`src/rtl/signed_pair_magnitude_assert.svh`:
```
// ----------------------------------------------------------------------------
// signed pair magnitude assertion macros
// shared concurrent assertion forms, all checked out of reset
// ----------------------------------------------------------------------------
`ifndef SIGNED_PAIR_MAGNITUDE_ASSERT_SVH
`define SIGNED_PAIR_MAGNITUDE_ASSERT_SVH

// consequent must hold in the same cycle as the antecedent
`define SPM_ASSERT_NOW(label, clk, rst_n, ante, cons, msg) \
    label: assert property (@(posedge clk) disable iff (!rst_n) (ante) |-> (cons)) \
        else $error(msg);

// consequent must hold in the cycle after the antecedent
`define SPM_ASSERT_NEXT(label, clk, rst_n, ante, cons, msg) \
    label: assert property (@(posedge clk) disable iff (!rst_n) (ante) |=> (cons)) \
        else $error(msg);

`endif

```
`src/rtl/spm_pkg.sv`:
```
// ----------------------------------------------------------------------------
// spm_pkg
// shared constants, format decode and the sideband word for the magnitude pipe
// ----------------------------------------------------------------------------
`default_nettype none

package spm_pkg;

    localparam int SAMPLE_W          = 64;
    localparam int IDX_W             = 6;   // bit index into a sample port
    localparam int FMT_W             = 3;
    localparam int WIDTH_W           = 7;   // holds a sample width up to 64
    localparam int DEFAULT_MAX_WIDTH = 64;

    localparam logic [FMT_W-1:0] FMT_8  = 3'd0;
    localparam logic [FMT_W-1:0] FMT_16 = 3'd1;
    localparam logic [FMT_W-1:0] FMT_24 = 3'd2;
    localparam logic [FMT_W-1:0] FMT_32 = 3'd3;
    localparam logic [FMT_W-1:0] FMT_64 = 3'd4;

    localparam logic [FMT_W-1:0] FMT_RESET = FMT_16;

    // control that travels alongside the data through every stage
    typedef struct packed {
        logic               valid;
        logic               neg;
        logic               last;
        logic [WIDTH_W-1:0] width;
    } side_t;

    // unused codes fall back to 64 bit
    function automatic logic [WIDTH_W-1:0] width_of(input logic [FMT_W-1:0] fmt);
        logic [WIDTH_W-1:0] w;
        case (fmt)
            FMT_8:   w = 7'd8;
            FMT_16:  w = 7'd16;
            FMT_24:  w = 7'd24;
            FMT_32:  w = 7'd32;
            FMT_64:  w = 7'd64;
            default: w = 7'd64;
        endcase
        return w;
    endfunction

endpackage

`default_nettype wire

```
`src/rtl/spm_root_cell.sv`:
```
// ----------------------------------------------------------------------------
// spm_root_cell
// one restoring square root step: brings down two radicand bits, emits one root bit
// ----------------------------------------------------------------------------
`default_nettype none

module spm_root_cell #(
    parameter int MAX_W = spm_pkg::DEFAULT_MAX_WIDTH
) (
    input  wire                     clk,
    input  wire                     rst_n,
    input  wire                     advance,
    input  wire spm_pkg::side_t     side_i,
    input  wire  [2*MAX_W-1:0]      n_i,
    input  wire  [MAX_W+1:0]        rem_i,
    input  wire  [MAX_W-1:0]        root_i,
    output spm_pkg::side_t          side_o,
    output logic [2*MAX_W-1:0]      n_o,
    output logic [MAX_W+1:0]        rem_o,
    output logic [MAX_W-1:0]        root_o
);

    localparam int SQ_W  = 2 * MAX_W;
    localparam int REM_W = MAX_W + 2;

    spm_pkg::side_t   side_reg;
    logic [SQ_W-1:0]  n_reg, n_next;
    logic [REM_W-1:0] rem_reg, rem_next;
    logic [MAX_W-1:0] root_reg, root_next;

    logic [REM_W-1:0] rem_sh;
    logic [REM_W-1:0] trial;
    logic [REM_W:0]   diff;
    logic             ge;

    // incoming remainder stays below 2^MAX_W, so its top two bits are free
    always_comb
    begin
        rem_sh    = {rem_i[REM_W-3:0], n_i[SQ_W-1 -: 2]};
        trial     = {root_i, 2'b01};
        diff      = {1'b0, rem_sh} - {1'b0, trial};
        ge        = !diff[REM_W];
        rem_next  = ge ? diff[REM_W-1:0] : rem_sh;
        root_next = {root_i[MAX_W-2:0], ge};
        n_next    = n_i << 2;
    end

    always_ff @(posedge clk or negedge rst_n)
    begin
        if (!rst_n)
            side_reg <= '0;
        else if (advance)
            side_reg <= side_i;
    end

    always_ff @(posedge clk)
    begin
        if (advance)
        begin
            n_reg    <= n_next;
            rem_reg  <= rem_next;
            root_reg <= root_next;
        end
    end

    assign side_o = side_reg;
    assign n_o    = n_reg;
    assign rem_o  = rem_reg;
    assign root_o = root_reg;

endmodule

`default_nettype wire

```
`config.mk`:
```
export PLATFORM = sky130hd
export DESIGN_NAME = spm_root_cell
export DESIGN_NICKNAME = d
export VERILOG_FILES = /design/src/rtl/signed_pair_magnitude_assert.svh /design/src/rtl/spm_pkg.sv /design/src/rtl/spm_root_cell.sv
export SDC_FILE = /design/constraint.sdc
export NUM_CORES = 1
export LEC_CHECK = 0
export ABC_AREA = 1
export BUFFER_PORTS_ARGS = -buffer_cell sky130_fd_sc_hd__buf_2
export CORE_AREA = 4 4 209 211
export CTS_BUF_LIST = sky130_fd_sc_hd__clkbuf_8
export CTS_CLUSTER_DIAMETER = 100
export DETAILED_ROUTE_END_ITERATION = 10
export DIE_AREA = 0 0 213 215
export PLACE_DENSITY = 0.62
export SYNTH_ARGS = -nofsm -noshare
export SYNTH_HDL_FRONTEND = slang
export SYNTH_SLANG_ARGS = --single-unit
```
`constraint.sdc`:
```
create_clock -name clk -period 1 [get_ports clk]
set_input_delay 0.15 -clock clk [delete_from_list [all_inputs] [get_ports clk]]
set_output_delay 0.15 -clock clk [all_outputs]
set_load 0.01 [all_outputs]
```
==> out/results.tsv <==
metric	value	unit
Detail Route Antenna Nets	0	
Post-synth EDFFs	256	
Distinct cells, synth	36	
number of global-route vias before repair	18071	
placed insts	3134	
violations in the final reports	negative setup slack	
max cap viols	0	
Place WS	-1430	ps
TritonCTS buffer count	48	
ys flop type	edfxtp_1	
# IOs	539	
CTS tree	done	
syn_area_per_cell	8.59	sq um
P_sw	11.8	mW
Net Sw Frac	0.327	
slowest cell delay on critical path	300	ps
Mapped Area	15100	sq um
xor and xnor fraction of the mapped netlist area	0.0186	
Hold WC Path Type	in -> reg	
Flop pwr share	0.384	
Setup crit start kind	primary input	
Slew headroom	0.659	
H-tree Lvls	2	
Critical Path RT	1340	ps
Final Total Pwr	36.2	mW
fill count	3154	
Tcrit/Tclk final	1.72	
power share of the combinational group	0.349	
post-synthesis cell count	1757	
endpoints failing hold	0	
Leak	13.6	nW
largest family of logic cells by synthesized area	simple AND/OR/NAND/NOR gates	
most frequent cells in the layout	buf_2 (477), nand2_1 (407), buf_4 (355), inv_1 (316), dlygate4sd3_1 (266)	
DR DRC count	0	
Die ar.	45800	sq um
CTS max path bufs	3	
final wirelength	71900	microns
Tightest Pin Transition	510	ps
final instance count without filler cells	3566	
Max FO, Critical Path	6	
first-pass GRT wire length	105000	microns
Synth Area in Adders	0.0539	
most common cell after layout, fill and taps aside	buf_2	
Setup Crit Path Kind	in -> reg	
largest net degree at the start of global routing	33	
PortBufs	534	
Die Width	213	microns
Simple-Gate Fraction of Synth Area	0.235	
Area growth syn-to-layout	85.0	%
power density cells	1290	nW/um^2
Post-synth ARST share	0.0376	
DRT Pass-1 Iters	5	
layout cells sized above 1	0.486	
Ys Warns	0	
crit end category	flip-flop	
Initial DRC Count	1230	
GRT Total Usage	0.298	
clk_skew	0	ps
Slew Viols, Final	0	
WHS	55.7	ps
#FFs+latches synth	266	
grt total ovfl	0	
Data arrival, critical path	2060	ps
RePlAce Congestion	0.905	
post-synthesis compound-gate area fraction	0.0611	
register area share after synthesis	0.526	
clock power share	0.268	
# clock sinks	266	
# rows	75	
Initial Utilization	0.362	
clock-pin slew on the worst setup and hold paths	70	ps
nets	3323	
post-layout util	0.669	
vias	17141	
RSZ-0062 raised after global routing	yes	
Final Critical Period	1720	ps
setup ws final	-718	ps
die height	215	microns
clock root buffer	clkbuf_8	
clk_lat worst skew	610	ps
VDD IR max	0.000926	V
status	complete, but fails checks	
Critical-path top delay cell	nor3_4	
multiplexer share of the synthesized area	0.00746	
crit-path cells	buf_8 > inv_4 > ha_4 > buf_12 > nand2_8 > buf_12 > nor3_4 > nand2_4 > inv_4 > nand2_2 > nand2_2 > nand2_4 > nand3_4 > buf_12 > buf_12 > buf_6 > o21ai_2	
Max Clk Rate	582	MHz
Power Internal	24.3	mW
initial antenna violation count	6	
Core Area	41800	sq um
wire per inst	20.2	microns
Final Setup Violations	395	
Vias/cell	4.81	
most used cell, CP	buf_12	
dpl hpwl	51700	microns
cell type report:
| class | instances | area (sq um) | area share |
|---|---|---|---|
| Sequential cell | 266 | 7940 | 0.284 |
| Timing Repair Buffer | 1199 | 9180 | 0.329 |
| Clock inverter | 35 | 181 | 0.00649 |
| Tap cell | 539 | 674 | 0.0241 |
| Antenna cell | 6 | 15.0 | 0.000537 |
| Inverter | 360 | 1390 | 0.0498 |
| Multi-Input combinational cell | 1112 | 7880 | 0.282 |
| Clock buffer | 49 | 674 | 0.0241 |
power groups by stage:
| stage | Clock, mW | Sequential [mW] | Combinational [mW] |
|---|---|---|---|
| finish | 9.67 | 13.9 | 12.6 |
| global route | 10.5 | 13.9 | 13.5 |
| CTS | 9.90 | 13.8 | 11.7 |
| detailed placement | 0 | 14.0 | 9.35 |
| global placement | 0 | 14.0 | 9.30 |
| floorplan | 0 | 14.6 | 3.71 |
critical path, delay by kind of cell:
family | cells | cell delay (ps)
simple gates | 7 | 750
fa+ha+maj | 1 | 280
compound gates | 1 | 50
buf+inv | 8 | 810
layer usage:
metal | part of all wire | GRT usage
met3 | 0.068 | 0.0611
met2 | 0.49 | 0.509
met1 | 0.39 | 0.355
met4 | 0.050 | 0.148
met5 | 0 | 0
Yosys cell counts (7+ instances only):
cell	instances	area, sq um
nand3b_1	17	128
buf_2	7	35.0
o21ai_0	71	355
nand3_1	48	240
nand3_2	15	150
nor2_1	101	379
mux2_2	10	113
nand2_1	572	2150
dfrtp_1	10	250
clkbuf_1	7	26.3
xor2_1	30	263
a21oi_1	80	400
nand4_1	39	244
inv_2	11	41.3
o21bai_1	10	75.1
nor2_2	7	43.8
ha_1	65	813
o21ai_1	7	35.0
edfxtp_1	256	7690
inv_1	348	1310
nor3_1	17	85.1
sequential cells by signal, summed over array words and instances, names as in the netlist:
signal  flops
n_o       126
rem_o      66
side_o     10
root_o     64
kinds of logic after synthesis:
kind of cell	Yosys count
other cells	1
fa+ha+maj	65
buf+inv	380
simple gates	829
compound gates	174
mux	10
flops	266
xor+xnor	32
path summary, 6_finish.rpt:
check	endpoint	depth (start not counted)	start	slack, ps
min	rem_o[1]	4	n_i[127]	60
max reg2reg	side_o[0]	3	side_o[0]	-70
min in group asynchronous	side_o[1]	3	rst_n	590
max	rem_o[33]	17	root_i[27]	-720
min reg2reg	side_o[8]	1	side_o[8]	510
max in group asynchronous	side_o[8]	3	rst_n	70
repair_timing:
item,CTS,global route
resized for setup,384,207
pin swaps,97,34
endpoints found under the hold margin,283,0
hold buffers,266,0
buffers inserted,60,14
gates cloned,7,3
setup endpoints to repair,333,333
stage by stage:
| stage | area [sq um] | setup TNS [ps] |
|---|---|---|
| after floorplan | 16000 | -55980 |
| after global placement | 21800 | -90060 |
| after detailed placement | 21800 | -90170 |
| after CTS | 27200 | -120730 |
| after global routing | 27900 | -134440 |
| final | 27900 | -117550 |
Power figures use the tool's default switching activity.
