**src/rtl/signed_pair_magnitude_assert.svh**
```systemverilog
// ----------------------------------------------------------------------------
// signed pair magnitude assertion macros
// shared concurrent assertion forms, all checked out of reset
// ----------------------------------------------------------------------------
`ifndef SIGNED_PAIR_MAGNITUDE_ASSERT_SVH
`define SIGNED_PAIR_MAGNITUDE_ASSERT_SVH

// consequent must hold in the same cycle as the antecedent
`define SPM_ASSERT_NOW(label, clk, rst_n, ante, cons, msg) \
    label: assert property (@(posedge clk) disable iff (!rst_n) (ante) |-> (cons)) \
        else $error(msg);

// consequent must hold in the cycle after the antecedent
`define SPM_ASSERT_NEXT(label, clk, rst_n, ante, cons, msg) \
    label: assert property (@(posedge clk) disable iff (!rst_n) (ante) |=> (cons)) \
        else $error(msg);

`endif

```
**src/rtl/spm_pkg.sv**
```systemverilog
// ----------------------------------------------------------------------------
// spm_pkg
// shared constants, format decode and the sideband word for the magnitude pipe
// ----------------------------------------------------------------------------
`default_nettype none

package spm_pkg;

    localparam int SAMPLE_W          = 64;
    localparam int IDX_W             = 6;   // bit index into a sample port
    localparam int FMT_W             = 3;
    localparam int WIDTH_W           = 7;   // holds a sample width up to 64
    localparam int DEFAULT_MAX_WIDTH = 64;

    localparam logic [FMT_W-1:0] FMT_8  = 3'd0;
    localparam logic [FMT_W-1:0] FMT_16 = 3'd1;
    localparam logic [FMT_W-1:0] FMT_24 = 3'd2;
    localparam logic [FMT_W-1:0] FMT_32 = 3'd3;
    localparam logic [FMT_W-1:0] FMT_64 = 3'd4;

    localparam logic [FMT_W-1:0] FMT_RESET = FMT_16;

    // control that travels alongside the data through every stage
    typedef struct packed {
        logic               valid;
        logic               neg;
        logic               last;
        logic [WIDTH_W-1:0] width;
    } side_t;

    // unused codes fall back to 64 bit
    function automatic logic [WIDTH_W-1:0] width_of(input logic [FMT_W-1:0] fmt);
        logic [WIDTH_W-1:0] w;
        case (fmt)
            FMT_8:   w = 7'd8;
            FMT_16:  w = 7'd16;
            FMT_24:  w = 7'd24;
            FMT_32:  w = 7'd32;
            FMT_64:  w = 7'd64;
            default: w = 7'd64;
        endcase
        return w;
    endfunction

endpackage

`default_nettype wire

```
**src/rtl/spm_out_buf.sv**
```systemverilog
// ----------------------------------------------------------------------------
// spm_out_buf
// saturation and sign of the root, then a two word skid buffer to the output
// ----------------------------------------------------------------------------
`default_nettype none

`include "signed_pair_magnitude_assert.svh"

module spm_out_buf #(
    parameter int MAX_W = spm_pkg::DEFAULT_MAX_WIDTH
) (
    input  wire                           clk,
    input  wire                           rst_n,
    input  wire spm_pkg::side_t           side_i,
    input  wire  [MAX_W-1:0]              root_i,
    output logic                          room,
    output logic                          out_valid,
    input  wire                           out_ready,
    output logic [spm_pkg::SAMPLE_W-1:0]  magnitude_out,
    output logic                          last_out
);

    localparam logic [1:0] DEPTH = 2'd2;

    logic [spm_pkg::WIDTH_W-1:0]  w_m1;
    logic [MAX_W-1:0]             maxpos;
    logic [MAX_W-1:0]             sat;
    logic [spm_pkg::SAMPLE_W-1:0] mag_wide;
    logic [spm_pkg::SAMPLE_W-1:0] result;

    logic [spm_pkg::SAMPLE_W-1:0] mag_mem [2];
    logic                         last_mem [2];

    logic [1:0] count_reg, count_next;
    logic       wr_ptr_reg, wr_ptr_next;
    logic       rd_ptr_reg, rd_ptr_next;
    logic       push;
    logic       pop;

    always_comb
    begin
        w_m1     = side_i.width - 7'd1;
        maxpos   = (MAX_W'(1) << w_m1) - MAX_W'(1);
        sat      = (root_i > maxpos) ? maxpos : root_i;
        mag_wide = spm_pkg::SAMPLE_W'(sat);
        result   = side_i.neg ? (spm_pkg::SAMPLE_W'(0) - mag_wide) : mag_wide;
    end

    assign room = (count_reg != DEPTH);
    assign push = side_i.valid && room;
    assign pop  = out_valid && out_ready;

    always_comb
    begin
        count_next  = count_reg + {1'b0, push} - {1'b0, pop};
        wr_ptr_next = push ? !wr_ptr_reg : wr_ptr_reg;
        rd_ptr_next = pop ? !rd_ptr_reg : rd_ptr_reg;
    end

    always_ff @(posedge clk or negedge rst_n)
    begin
        if (!rst_n)
        begin
            count_reg  <= '0;
            wr_ptr_reg <= 1'b0;
            rd_ptr_reg <= 1'b0;
        end
        else
        begin
            count_reg  <= count_next;
            wr_ptr_reg <= wr_ptr_next;
            rd_ptr_reg <= rd_ptr_next;
        end
    end

    always_ff @(posedge clk)
    begin
        if (push)
        begin
            mag_mem[wr_ptr_reg]  <= result;
            last_mem[wr_ptr_reg] <= side_i.last;
        end
    end

    assign out_valid     = (count_reg != 2'd0);
    assign magnitude_out = mag_mem[rd_ptr_reg];
    assign last_out      = last_mem[rd_ptr_reg];

    `SPM_ASSERT_NOW(a_no_overflow, clk, rst_n, push, count_reg != DEPTH, "word pushed into full buffer")
    `SPM_ASSERT_NEXT(a_count_up, clk, rst_n, push && !pop, count_reg == $past(count_reg) + 2'd1, "count missed a push")
    `SPM_ASSERT_NEXT(a_count_down, clk, rst_n, pop && !push, count_reg == $past(count_reg) - 2'd1, "count missed a pop")

endmodule

`default_nettype wire

```
**config.mk**
```make
export PLATFORM = sky130hd
export DESIGN_NAME = spm_out_buf
export DESIGN_NICKNAME = d
export VERILOG_FILES = /design/src/rtl/spm_pkg.sv /design/src/rtl/spm_out_buf.sv
export VERILOG_INCLUDE_DIRS = /design/src /design/src/rtl
export SDC_FILE = /design/constraint.sdc
export NUM_CORES = 1
export LEC_CHECK = 0
export ABC_AREA = 1
export ABC_CLOCK_PERIOD_IN_PS = 7500
export BUFFER_PORTS_ARGS = -buffer_cell sky130_fd_sc_hd__buf_2
export CAP_MARGIN = 30
export CORE_MARGIN = 2
export CORE_UTILIZATION = 45
export CTS_CLUSTER_SIZE = 16
export DETAILED_ROUTE_END_ITERATION = 6
export GPL_ROUTABILITY_DRIVEN = 1
export MAX_ROUTING_LAYER = met4
export PLACE_DENSITY = 0.61
export SYNTH_ARGS = -nofsm -noshare
export SYNTH_HDL_FRONTEND = slang
export SYNTH_SLANG_ARGS = --single-unit
```
**constraint.sdc**
```tcl
create_clock -name clk -period 7.5 [get_ports clk]
set_clock_uncertainty 0.05 [all_clocks]
set_input_delay 0.75 -clock clk [delete_from_list [all_inputs] [get_ports clk]]
set_output_delay 0.75 -clock clk [all_outputs]
set_load 0.02 [all_outputs]
```
==> reports/summary.txt, run 1 <==
status: complete, no violations
Pre-Repair DR Iteration Count: 5
placed cell areas: 14,900 sq um
Cells after Synth: 2,182
Worst-path clk slew: 0.06 ns
maximum buffer depth of the clock tree: 2
Layout area overhead: 12.9%
final period utilization: 0.916
Final Power: 4.21 mW
Fmax achieved: 145 MHz
drt total wl: 51,700 um
Initial DRC Count: 1,282
TritonCTS Buffers: 17
Die Y: 179 um
TritonCTS clock tree: built
diode count: 0
cell-internal power: 2.28 mW
Worst Path Arrival: 6.96 ns
gp weighted congestion: 1.05
Avg Cell Area, Syn: 6.30 sq um
share of the synthesized area in the top cell type: 0.284
Crit path top cell by count: nand2_1
Critical Path Sink Type: flop
Pleak: 8.45 nW
Root Driver: clkbuf_16
Via-to-Cell Ratio: 5.38
Switching Fraction: 0.458
DR DRC count: 0
Reg power frac: 0.282
dominant cell by count in the synthesized netlist: nand2_1
post-synthesis sequential area ratio: 0.291
cell area after synthesis: 13,700 sq um
Ys Warns: 0
Max Transition Viols Final: 0
initial antenna violation count: 0
Async SR Flop Fraction: 0.0299
Slowest-stage cell, CP: nand4_1
Total Nets Final: 2,466
clk_lat worst skew: 0.41 ns
WP data required: 7.59 ns
Slew HR: 0.401
Final min period: 6.87 ns
IO Count: 144
Antenna Violating Nets Remaining: 0
largest net degree at the start of global routing: 78
Hold-fix buffers, CTS: 0
Row Count: 63
critical path peak fanout: 77
Sink Count: 134
RSZ-0062 raised after global routing: yes
max reg flops: 128
vias: 14,657
crit start category: input pin
PortBufs: 143
Routed WL per cell: 19.0 um
Final Hold Fails: 0
Yosys cell types: 40
die footprint: 31,900 sq um
vias in the first global route: 13,923
Setup CP Type: in2reg
Die Wd: 179 um
Min-Delay Path Class: in2async
maximum vdd drop: 0.287 mV
CP max stage delay: 0.40 ns
area leader, netlist: edfxtp_1
core area: 29,900 sq um
starting density of the core: 0.460
syn_nets: 2,328
Post-synth EDFFs: 130
first-pass GRT wire length: 78,300 um
fraction of layout cells with a size suffix above 1: 0.148
worst-margin pin slew: 0.898 ns
Clock Power Share: 0.197
Net Sw Power: 1.93 mW
design area: 15,500 sq um
Synth area leaders: edfxtp_1, nand2_1, nor2_1, ha_1, nand3_1
max_cap viols: 0
gr usage total: 0.334
Final setup violation count: 0
Seq cells post-synth: 134
R2R depth: 4
dominant synthesized flop cell: edfxtp_1
CTS H-tree depth: 4
pwr dens: 271 nW/um^2
Combinational Power Share: 0.521
Congestion Overflow GR: 0
synth cell count leaders: nand2_1, nor2_1, inv_1, nand3_1, edfxtp_1
HPWL after DPL: 43,000 um
==> final cells by class <==
cell class	instances	area, sq um
clock buffers	19	433
clock inverters	13	158
fillers	3055	14400
inverters	221	833
multi-input cells	1776	8660
flip-flops and latches	134	4010
well taps	390	488
repair buffers	170	935
==> what timing repair did <==
item                       CTS  global route
buffers inserted             0             0
setup endpoints to repair    0            24
gates resized for setup      0             3
==> worst paths after layout <==
path | end | start | slack [ns]
max | mag_mem[1][51] | side_i[1] | 0.63
min | count_reg[0] | rst_n | 0.09
max reg2reg | mag_mem[0][49] | count_reg[1] | 5.52
min reg2reg | count_reg[0] | count_reg[0] | 0.48
max in group asynchronous | rd_ptr_reg | rst_n | 7.18
min in group clk | count_reg[0] | count_reg[0] | 0.48
==> placed cells by master, fill, tap and decap left out, drive strengths merged, types with 10 or more instances in the layout <==
cell type  count
nand2        904
nor2         352
inv          218
nand3        180
buf          170
edfxtp       130
o21ai         77
ha            69
nand4         49
a21oi         49
xor2          31
or2           20
xnor2         19
clkbuf        19
clkinv        10
==> layer usage <==
layer / wire length, um / global-route usage
met1: 21400 / 0.405
met2: 24900 / 0.567
met3: 2840 / 0.0301
met4: 2490 / 0.148
met5: 0 / -
==> cells by family (layout without fill, tap and decap cells) <==
kind of cell / Yosys count / count (layout) / synth area share
compound gates: 132 / 132 / 0.0535
buf+inv: 272 / 423 / 0.0805
xor+xnor: 50 / 50 / 0.0319
fa+ha+maj: 69 / 69 / 0.0628
flops: 134 / 134 / 0.291
simple gates: 1525 / 1525 / 0.480
==> through the flow <==
stage | cells | setup slack [ns] | setup TNS (ns) | hold WS, ns | util
final | 2723 | 0.627 | 0 | 0.0854 | 0.519
after CTS | 2723 | 0.571 | 0 | 0.0798 | 0.519
after detailed placement | 2691 | 0.167 | 0 | 0.471 | 0.499
after floorplan | 2182 | 1.72 | 0 | 0.404 | -
after global placement | 2691 | 0.247 | 0 | 0.461 | 0.499
after global routing | 2723 | -0.00993 | -0.0132 | 0.0768 | 0.519
==> worst max-delay path: cells and delay by family <==
| kind | cells | cell delay (ns) |
|---|---|---|
| and+or+nand+nor | 26 | 3.76 |
| buffers and inverters | 8 | 1.25 |
| AOI/OAI and AO/OA | 2 | 0.48 |
| adders and majority gates | 2 | 0.62 |
| xor gates and xnor gates | 1 | 0.09 |
==> power groups by stage <==
stage | Sequential [mW] | Combinational, mW | Clock (mW)
2_1_floorplan | 1.20 | 1.48 | 0
3_3_place_gp | 1.20 | 2.14 | 0
3_5_place_dp | 1.20 | 2.17 | 0
4_1_cts | 1.19 | 2.18 | 0.832
5_1_grt | 1.21 | 2.43 | 0.868
6_report | 1.19 | 2.19 | 0.829
No activity file was read; power rests on OpenSTA's default activity.
==> inputs of run 2 (changes only) <==
- PLACE_DENSITY: 0.61 -> not set
==> reports/summary.txt, run 2 (synthesized netlist as in run 1, its figures left out) <==
status: complete, no violations (unchanged)
Row Count: 63 (unchanged)
RR Startpoint: count_reg[1] (unchanged)
Final min period: 7.00 ns (was 6.87 ns)
core area: 29,900 sq um (unchanged)
DR DRC count: 0 (unchanged)
Storage cell area: 4010 sq um (unchanged)
gr usage total: 0.334 (about the same)
Min-Delay Path Class: in2async (unchanged)
diode count: 0 (unchanged)
commonest non-fill, non-tap cell in the layout: nand2_1 (unchanged)
CP max stage delay: 0.43 ns (was 0.40 ns)
Total Nets Final: 2,466 (unchanged)
GRT Max-Usage Layer: met2 (unchanged)
Worst Path Arrival: 7.11 ns (was 6.96 ns)
maximum buffer depth of the clock tree: 2 (unchanged)
Post-CTS Setup Bufs: 0 (unchanged)
clk_lat worst skew: 0.41 ns (about the same)
max reg flops: 128 (unchanged)
worst-margin pin slew: 0.893 ns (was 0.898 ns)
Final setup violation count: 0 (unchanged)
TritonCTS Buffers: 17 (unchanged)
WP data required: 7.61 ns (was 7.59 ns)
CP Buf/Inv Count: 7 (was 8)
drt total wl: 51,600 um (was 51,700 um)
Initial DRC Count: 1,282 (unchanged)
most frequent cells in the layout: nand2_1, nor2_1, inv_1 (unchanged)
FF-to-FF End: mag_mem[1][54] (was mag_mem[0][49])
starting density of the core: 0.460 (unchanged)
met1 usage: 0.395 (was 0.405)
max_cap viols: 0 (unchanged)
critical path's top delay family: simple AND/OR/NAND/NOR gates (unchanged)
first-pass GRT wire length: 77,300 um (was 78,300 um)
Slowest-stage cell, CP: o21ai_0 (was nand4_1)
Antenna Violating Nets Remaining: 0 (unchanged)
PortBufs: 143 (unchanged)
Final Hold Fails: 0 (unchanged)
vias in the first global route: 13,947 (was 13,923)
Fmax achieved: 143 MHz (was 145 MHz)
maximum vdd drop: 0.294 mV (was 0.287 mV)
Via-to-Cell Ratio: 5.37 (was 5.38)
Crit path top cell by count: nand2_1 (unchanged)
CTS H-tree depth: 4 (unchanged)
CTS resizes: 0 (unchanged)
gp weighted congestion: 1.03 (was 1.05)
R2R depth: 4 (unchanged)
crit start category: input pin (unchanged)
Pleak: 8.47 nW (was 8.45 nW)
TritonCTS clock tree: built (unchanged)
Die Wd: 179 um (unchanged)
die footprint: 31,900 sq um (unchanged)
Critical Path Sink Type: flop (unchanged)
setup TNS: 0 ns (unchanged)
largest net degree at the start of global routing: 67 (was 78)
final period utilization: 0.934 (was 0.916)
critical path peak fanout: 22 (was 77)
Sink Count: 134 (unchanged)
IO Count: 144 (unchanged)
final core utilization: 0.520 (was 0.519)
vias: 14,627 (was 14,657)
Root Driver: clkbuf_16 (unchanged)
Hold-fix buffers, CTS: 0 (unchanged)
Routed WL per cell: 19.0 um (about the same)
HPWL after DPL: 42,900 um (was 43,000 um)
pwr dens: 273 nW/um^2 (was 271 nW/um^2)
Layout area overhead: 13.1% (was 12.9%)
Pre-Repair DR Iteration Count: 7 (was 5)
Slew HR: 0.405 (was 0.401)
Congestion Overflow GR: 0 (unchanged)
reg2reg setup slack: 5.51 ns (was 5.52 ns)
Fillers: 3,021 (was 3,055)
Worst-path clk slew: 0.06 ns (about the same)
Setup CP Type: in2reg (unchanged)
Die Y: 179 um (unchanged)
footprint of the multi-input gates: 8660 sq um (unchanged)
RSZ-0062 raised after global routing: no (was yes)
Max Transition Viols Final: 0 (unchanged)
M2 GR Usage: 0.545 (was 0.567)
fraction of layout cells with a size suffix above 1: 0.148 (unchanged)
initial antenna violation count: 0 (unchanged)
met3 GRT Util: 0.0354 (was 0.0301)
run 2: where the power goes:
| part | total, mW | internal [mW] | switching [mW] |
|---|---|---|---|
| clock network | 0.855 | 0.553 | 0.302 |
| logic | 2.20 | 0.626 | 1.57 |
| registers | 1.19 | 1.14 | 0.0528 |
| total | 4.24 | 2.32 | 1.92 |
run 2: per-stage QoR:
stage                     instance area, sq um  setup WS, ns  std cells  hold slack, ns  power [mW]
after floorplan                          13700          1.72       2182           0.404        2.69
after global placement                   14900         0.221       2690           0.454        3.32
after detailed placement                 14900         0.150       2691           0.475        3.37
after CTS                                15500         0.565       2723          0.0810        4.24
after global routing                     15500        0.0174       2723          0.0777        4.54
final                                    15500         0.498       2723          0.0876        4.24
run 2: per-layer routing:
metal,share of wire,routed length (um)
met2,0.47,24000
met3,0.063,3270
met1,0.40,20800
met4,0.068,3490
met5,0,0
run 2: final cells by class:
cell class / count / share of cell area
flip-flops and latches: 134 / 0.258
inverters: 221 / 0.0534
well taps: 390 / 0.0314
repair buffers: 170 / 0.0607
clock buffers: 18 / 0.0276
multi-input cells: 1776 / 0.557
clock inverters: 14 / 0.0118
run 2: worst max-delay path by stage:
stage / slack (ns) / cells after the start / startpoint / end
6_report: 0.50 / 37 / side_i[0] / mag_mem[0][42]
5_1_grt: 0.02 / 36 / side_i[0] / mag_mem[0][46]
4_1_cts: 0.57 / 35 / side_i[0] / mag_mem[1][46]
3_5_place_dp: 0.15 / 35 / side_i[0] / mag_mem[1][46]
3_3_place_gp: 0.22 / 38 / side_i[0] / mag_mem[0][51]
2_1_floorplan: 1.72 / 43 / side_i[0] / mag_mem[0][34]
==> inputs of run 3 (changes only) <==
==> constraint.sdc (replaced) <==
create_clock -name clk -period 7.5 [get_ports clk]
set_clock_uncertainty 0.05 [all_clocks]
set_input_delay 0.375 -clock clk [delete_from_list [all_inputs] [get_ports clk]]
set_output_delay 0.375 -clock clk [all_outputs]
set_load 0.02 [all_outputs]
==> reports/summary.txt, run 3 (synthesized netlist as in run 1, its figures left out) <==
vias: 14,627 (unchanged)
largest net degree at the start of global routing: 68 (was 67)
Reg power frac: 0.280 (about the same)
Fin Hold WS: 0.105 ns (was 0.0876 ns)
Net Sw Power: 1.93 mW (was 1.92 mW)
critical path's top delay family: simple AND/OR/NAND/NOR gates (unchanged)
CP Depth: 36 (was 37)
Slowest-stage cell, CP: o21ai_0 (unchanged)
Antenna Violating Nets Remaining: 0 (unchanged)
Layout area overhead: 12.7% (was 13.1%)
max reg flops: 128 (unchanged)
critical path peak fanout: 16 (was 22)
commonest non-fill, non-tap cell in the layout: nand2_1 (unchanged)
Final min period: 6.63 ns (was 7.00 ns)
starting density of the core: 0.460 (unchanged)
core area: 29,900 sq um (unchanged)
Root Driver: clkbuf_16 (unchanged)
setup TNS: 0 ns (unchanged)
Final setup violation count: 0 (unchanged)
Die Wd: 179 um (unchanged)
CP Capture Point: mag_mem[1][46] (was mag_mem[0][42])
Setup CP Type: in2reg (unchanged)
PortBufs: 143 (unchanged)
design area: 15,500 sq um (about the same)
Sink Count: 134 (unchanged)
Congestion Overflow GR: 0 (unchanged)
placed cell areas: 14,800 sq um (was 14,900 sq um)
initial antenna violation count: 0 (unchanged)
gr usage total: 0.338 (was 0.334)
Fmax achieved: 151 MHz (was 143 MHz)
Pleak: 8.42 nW (was 8.47 nW)
Final Power: 4.24 mW (about the same)
Pre-Repair DR Iteration Count: 5 (was 7)
pwr dens: 274 nW/um^2 (was 273 nW/um^2)
Storage cell area: 4010 sq um (unchanged)
Switching Fraction: 0.455 (was 0.454)
CTS H-tree depth: 4 (unchanged)
DR DRC count: 0 (unchanged)
CP max stage delay: 0.46 ns (was 0.43 ns)
status: complete, no violations (unchanged)
Crit path top cell by count: nand2_1 (unchanged)
maximum vdd drop: 0.291 mV (was 0.294 mV)
TritonCTS clock tree: built (unchanged)
drt total wl: 51,800 um (was 51,600 um)
TritonCTS Buffers: 17 (unchanged)
WP data required: 7.62 ns (was 7.61 ns)
HPWL after DPL: 43,000 um (was 42,900 um)
FF-to-FF End: mag_mem[1][62] (was mag_mem[1][54])
Initial DRC Count: 1,178 (was 1,282)
clk_lat worst skew: 0.42 ns (was 0.41 ns)
Die Y: 179 um (unchanged)
reg2reg setup slack: 5.53 ns (was 5.51 ns)
max_cap viols: 0 (unchanged)
worst-margin pin slew: 0.894 ns (was 0.893 ns)
Critical Path Sink Type: flop (unchanged)
Combinational Power Share: 0.511 (was 0.518)
crit start category: input pin (unchanged)
cell-internal power: 2.31 mW (was 2.32 mW)
Worst Path Arrival: 6.74 ns (was 7.11 ns)
R2R depth: 4 (unchanged)
die footprint: 31,900 sq um (unchanged)
Max Transition Viols Final: 0 (unchanged)
final period utilization: 0.884 (was 0.934)
maximum buffer depth of the clock tree: 2 (unchanged)
Via-to-Cell Ratio: 5.38 (was 5.37)
most frequent cells in the layout: nand2_1, nor2_1, inv_1 (unchanged)
Slew HR: 0.404 (was 0.405)
Final Hold Fails: 0 (unchanged)
Clock Power Share: 0.208 (was 0.202)
RR Startpoint: count_reg[1] (unchanged)
CP Launch Point: side_i[0] (unchanged)
RSZ-0062 raised after global routing: no (unchanged)
footprint of the multi-input gates: 8660 sq um (unchanged)
Worst-path clk slew: 0.06 ns (about the same)
gp weighted congestion: 0.992 (was 1.03)
Min-Delay Path Class: in2reg (was in2async)
Row Count: 63 (unchanged)
vias in the first global route: 13,871 (was 13,947)
first-pass GRT wire length: 78,500 um (was 77,300 um)
CP Buf/Inv Count: 7 (unchanged)
Total Nets Final: 2,458 (was 2,466)
Routed WL per cell: 19.1 um (was 19.0 um)
fraction of layout cells with a size suffix above 1: 0.146 (was 0.148)
Fillers: 3,067 (was 3,021)
IO Count: 144 (unchanged)
run 3: changes by cell type in the layout (fill, tap and decap cells not counted), sizes merged:
cell         before  now
clkinv           10    7
inv             219  221
dlygate4sd3       0    1
clkinvlp          2    4
diode             0    2
clkbuf           18   17
buf             170  161
run 3: cell type report:
| cell class | count | area share |
|---|---|---|
| Tap cell | 390 | 0.0315 |
| Antenna cell | 2 | 0.000323 |
| Clock buffer | 17 | 0.0275 |
| Clock inverter | 15 | 0.0132 |
| Timing Repair Buffer | 162 | 0.0564 |
| Inverter | 221 | 0.0536 |
| Multi-Input combinational cell | 1776 | 0.559 |
| Sequential cell | 134 | 0.259 |
run 3: worst min-delay path by stage:
stage          depth (start not counted)  slack (ns)       from            to
3_5_place_dp                           1        0.14      rst_n  count_reg[0]
6_report                               1        0.10  side_i[7]   last_mem[0]
3_3_place_gp                           1        0.14      rst_n  count_reg[0]
4_1_cts                                1         0.1  side_i[7]   last_mem[0]
5_1_grt                                1        0.10  side_i[7]   last_mem[0]
2_1_floorplan                          0        0.03      rst_n  count_reg[0]
run 3: worst register-to-register path, cell delays in order, from the launching register on:
cell     delay [ns]
dfrtp_1        0.40
nand2_1        0.11
nand2_1        0.17
nor2_4         0.12
buf_4          0.68
run 3: routing by layer:
metal,wire length (um),global-route usage,part of all wire,vias up
met5,0,-,0,-
met4,2380,0.151,0.046,0
met3,2880,0.0242,0.055,117
met2,24800,0.567,0.48,593
met1,21700,0.418,0.42,6686
li1,-,-,-,7231
run 3: per-stage QoR:
stage | std cells | utilization | setup slack (ns)
6_report | 2717 | 0.518 | 0.873
5_1_grt | 2715 | 0.518 | 0.182
4_1_cts | 2715 | 0.518 | 0.984
3_5_place_dp | 2682 | 0.497 | 0.574
3_3_place_gp | 2682 | 0.497 | 0.716
2_1_floorplan | 2182 | - | 2.10
run 3: timing repair:
item,4_1_cts,5_1_grt
endpoints found under the setup margin,0,0
setup buffers,0,0
endpoints found under the hold margin,4,0
hold buffers,1,0
resized for setup,0,0
run 3: power by group through the flow:
stage,Clock (mW),Sequential (mW),Combinational [mW]
2_1_floorplan,0,1.20,1.48
3_3_place_gp,0,1.20,2.12
3_5_place_dp,0,1.20,2.15
4_1_cts,0.891,1.19,2.16
5_1_grt,0.923,1.21,2.42
6_report,0.884,1.19,2.17
